<file path="config.mk">
export PLATFORM = sky130hd
export DESIGN_NAME = mvm_acc_bank
export DESIGN_NICKNAME = d
export VERILOG_FILES = /design/src/mvm_pkg.sv /design/src/mvm_acc_bank.sv
export SDC_FILE = /design/constraint.sdc
export NUM_CORES = 2
export LEC_CHECK = 0
export ABC_AREA = 1
export BUFFER_PORTS_ARGS = -buffer_cell sky130_fd_sc_hd__buf_2
export CAP_MARGIN = 15
export CORE_ASPECT_RATIO = 0.8
export CORE_MARGIN = 1
export CORE_UTILIZATION = 50
export CTS_CLUSTER_DIAMETER = 30
export DETAILED_ROUTE_END_ITERATION = 8
export HOLD_SLACK_MARGIN = 0.03
export PLACE_DENSITY = 0.75
export SLEW_MARGIN = 5
export SYNTH_ARGS = -nofsm -noshare
export SYNTH_HDL_FRONTEND = slang
export SYNTH_SLANG_ARGS = --single-unit
</file>
<file path="constraint.sdc">
create_clock -name clock -period 3.4 [get_ports clock]
set_input_delay 0.17 -clock clock [delete_from_list [all_inputs] [get_ports clock]]
set_output_delay 0.17 -clock clock [all_outputs]
set_load 0.01 [all_outputs]
</file>
<file path="src/mvm_pkg.sv">
package mvm_pkg;

   localparam int MAX_COLS   = 64;
   localparam int MAX_ROWS   = 64;
   localparam int DATA_WIDTH = 16;
   localparam int ACC_W      = 38;
   localparam int CNT_W      = 7;
   localparam int COL_W      = $clog2(MAX_COLS);
   localparam int ROW_W      = $clog2(MAX_ROWS);
   localparam int WADDR_W    = COL_W + ROW_W;
   localparam int PROD_W     = 2 * DATA_WIDTH;

   localparam int REQ_TDATA_W = 32;
   localparam int RSP_TDATA_W = 48;
   localparam int CSR_ADDR_W  = 1;
   localparam int CSR_DATA_W  = 7;

   localparam logic [CNT_W-1:0] CNT_MAX      = '1;
   localparam logic [CNT_W-1:0] MAX_COLS_CNT = CNT_W'(MAX_COLS);
   localparam logic [CNT_W-1:0] MAX_ROWS_CNT = CNT_W'(MAX_ROWS);

   localparam logic [CSR_ADDR_W-1:0] CSR_NUM_COLS = 1'b0;
   localparam logic [CSR_ADDR_W-1:0] CSR_NUM_ROWS = 1'b1;

   localparam logic REQ_MATRIX = 1'b0;
   localparam logic REQ_VECTOR = 1'b1;

   localparam logic STATUS_OK       = 1'b0;
   localparam logic STATUS_MISMATCH = 1'b1;

   typedef logic signed [ACC_W-1:0] acc_type;

   typedef enum logic [2:0] {
      ST_IDLE,
      ST_ACC,
      ST_DRAIN,
      ST_FINISH,
      ST_EMIT_RD,
      ST_EMIT_LD,
      ST_EMIT_OUT
   } state_type;

   typedef struct packed {
      logic [ROW_W-1:0] rd_addr;
      logic             wr_en;
      logic [ROW_W-1:0] wr_addr;
      logic             clear_all;
   } acc_ctl_type;

endpackage

</file>
<file path="src/mvm_acc_bank.sv">
module mvm_acc_bank (
   input  logic                  clock,
   input  logic                  reset,
   input  mvm_pkg::acc_ctl_type  ctl,
   input  mvm_pkg::acc_type      wr_data,
   output mvm_pkg::acc_type      rd_data
);

   mvm_pkg::acc_type mem [mvm_pkg::MAX_ROWS];
   logic [mvm_pkg::MAX_ROWS-1:0] valid_ff;
   mvm_pkg::acc_type rd_q_ff;
   logic rd_vld_ff;

   always_ff @(posedge clock) begin
      if (ctl.wr_en) begin
         mem[ctl.wr_addr] <= wr_data;
      end
      rd_q_ff <= mem[ctl.rd_addr];
      rd_vld_ff <= valid_ff[ctl.rd_addr];
   end

   // a row not written since the last clear reads as zero
   always_ff @(posedge clock) begin
      if (reset || ctl.clear_all) begin
         valid_ff <= '0;
      end else if (ctl.wr_en) begin
         valid_ff[ctl.wr_addr] <= 1'b1;
      end
   end

   assign rd_data = rd_vld_ff ? rd_q_ff : '0;

endmodule

</file>
==> run_results.csv <==
group,metric,value,unit
run_status,outcome,"finished with violations",
run_status,violations,"design-rule violations",
power_and_ir_drop,power.total,75.2,mW
min_path,hp-class,"in2reg",
sta,drv_slew,0,
sta,fin_hold_ws,0.0743,ns
cts,clk_pin_slew,0.06,ns
cells_and_area,instances_no_fill,11600,
floorplanning,dieArea,205000,sq um
cts,htreeDepth,5,
sta,fin_skew,0.0442,ns
sta,rsz0062_at_grt,"no",
sta,fin_crit,3.32,ns
cells_and_area,final_common_cell,"nand2_1",
sta,fin_setup_tns,0,ns
yosys,avgSynthCellArea,11.9,sq um
detailed_routing,drt_wl_total,298,mm
detailed_routing,drt_iter0_markers,11700,
worst_setup_path,crit_path_end_kind,"flop",
floorplanning,die-height,405,um
detailed_routing,vias,71100,
worst_setup_path,crit_type,"in2reg",
floorplanning,ios,92,
cts,cts_tree,"built",
cts,cts_sinks,2535,
worst_setup_path,slowest_delay,0.60,ns
cells_and_area,final_nets,8726,
yosys,synth_cell_type_count,17,
cts,insertion_delay,0.94,ns
detailed_routing,drc_errors,6,
worst_setup_path,worstPathRequired,4.22,ns
worst_setup_path,crit_family,"buffers and inverters",
detailed_routing,vias_per_cell,6.12,
cts,cts.path.max_buffers,4,
yosys,synth.area.top_cells,"edfxtp_1 (72%), nand3_1 (11%), nand2_1 (10%)",
grt,grt_pass1_vias,68200,
cts,cts_buffers,345,
place,dp_cells,11000,
sta,hold_viol,0,
floorplanning,rows,147,
power_and_ir_drop,pwr_density_cell,639,nW/um^2
place,post-place-ws,0.712,ns
floorplanning,core_area,201000,sq um
floorplanning,initial_core_util,50.4,%
yosys,ys_seq_elements,2535,
cts,post_cts.repair.setup_buffers,0,
detailed_routing,dr.pass1.iters,9,
detailed_routing,wl_per_cell,25.6,um
cells_and_area,drive_gt1_share,10.9,%
sta,fmax,301,MHz
place,place_area,105000,sq um
worst_setup_path,worstPathMaxFanout,43,
yosys,synth_top_cell_by_area,"edfxtp_1",
cells_and_area,final_cell_area,118000,sq um
worst_setup_path,crit_buf_inv,8,
cells_and_area,utilization,58.5,%
grt,overflow,0,
grt,grt_pass1_wl,437,mm
worst_setup_path,startpoint_type,"input port",
power_and_ir_drop,max-vdd-ir-drop,0.000614,V
detailed_routing,antenna_left,0,
sta,postLayoutSetupSlackWorst,0.0785,ns
sta,relSlewSlack,16.2,%
yosys,synth.top_cell.area_share,72.0,%
flow_run,cap_violations,0,
worst_setup_path,worstPathCellList,"dlygate4sd3_1, buf_12, inv_16, buf_12, buf_12, nand3_1, nand3_1, nand3_1, nand3_1, dlygate4sd3_1, nand2_1, dlygate4sd3_1, nand2_1, dlygate4sd3_1, nand2_1",
sta,setup_viol,0,
sta,worst_pin_slew,1.26,ns
sta,period_share,97.7,%
grt,grt_max_degree,156,
place,hpwl,157,mm
floorplanning,die_w,505,um
yosys,synthesis.nets,8541,
cts,cts_root_buf,"clkbuf_16",
yosys,synthesis.area,101000,sq um
place,gp_congestion,0.843,
yosys,yosysWarnings,0,
worst_setup_path,crit_slowest_cell,"dlygate4sd3_1",
grt,grtUsageTotal,28.8,%
cells_and_area,mostFrequentLayoutCells,"nand2_1 (2796), edfxtp_1 (2432), nand3_1 (2311)",
power_and_ir_drop,p_leak,42.3,nW
yosys,yosysSeqAreaShare,74.1,%
place,port_buffers,91,
grt,antenna_found_initial,11,
yosys,synthCells,8487,
worst_setup_path,cp.arrival,4.14,ns
cells_and_area,area_growth,16.0,%
## flip-flops by register name (all words and copies together), names as in the netlist
signal	cells
valid_ff	64
rd_vld_ff	1
rd_q_ff	38
mem	2432
## layer usage
metal  GRT usage (%)  share of wire, %
met1            39.0                36
met2            43.5                44
met3            6.66                14
met4            15.2               5.4
met5               0             0.012
## power by group
part           switching [mW]  total [mW]  internal (mW)
Sequential              0.200        34.7           34.5
Clock                    14.0        36.4           22.4
Combinational            3.06        4.09           1.03
Total                    17.3        75.2           57.9
## synth_stat cells, drive strengths merged
cell       n
clkinv     3
clkbuf   104
nand2   2796
nor2     195
nand3   2311
dfxtp    103
or2        1
inv       77
buf      451
edfxtp  2432
nor3      14
## cell type report
| type | count | area, sq um |
|---|---|---|
| clock inverter | 220 | 2570 |
| clock buffer | 400 | 9080 |
| antenna | 3 | 7.51 |
| inverter | 80 | 355 |
| tap | 2682 | 3360 |
| fill | 14800 | 83400 |
| multi-input combinational | 5317 | 23300 |
| sequential | 2535 | 75100 |
| timing repair buffer | 393 | 3860 |
## cells by family after synthesis
family	Yosys count	share of synthesized area, %
and+or+nand+nor	5317	22.6
DFF	2535	74.1
buffers and inverters	635	3.39
## repair_timing
| action | CTS | global route |
|---|---|---|
| setup endpoints to repair | 0 | 1 |
| endpoints found under the hold margin | 1343 | 190 |
| hold buffers | 50 | 3 |
| resized for setup | 0 | 6 |
## worst reg2reg max path, delay by kind of cell (launching register included)
family                 cells  cell delay, ns
and+or+nand+nor            8            0.65
DFF                        1            0.37
buffers and inverters      3            1.71
## final timing paths
path	from	slack [ns]	endpoint	cells after the start
worst min register to register	valid_ff[6]	0.46	valid_ff[6]	2
worst min-delay path	wr_data[24]	0.07	mem[57][24]	1
worst max register to register	mem[23][1]	0.54	rd_q_ff[1]	11
worst max-delay path	ctl[9]	0.08	rd_q_ff[1]	15
No activity file was read; power rests on OpenSTA's default activity.
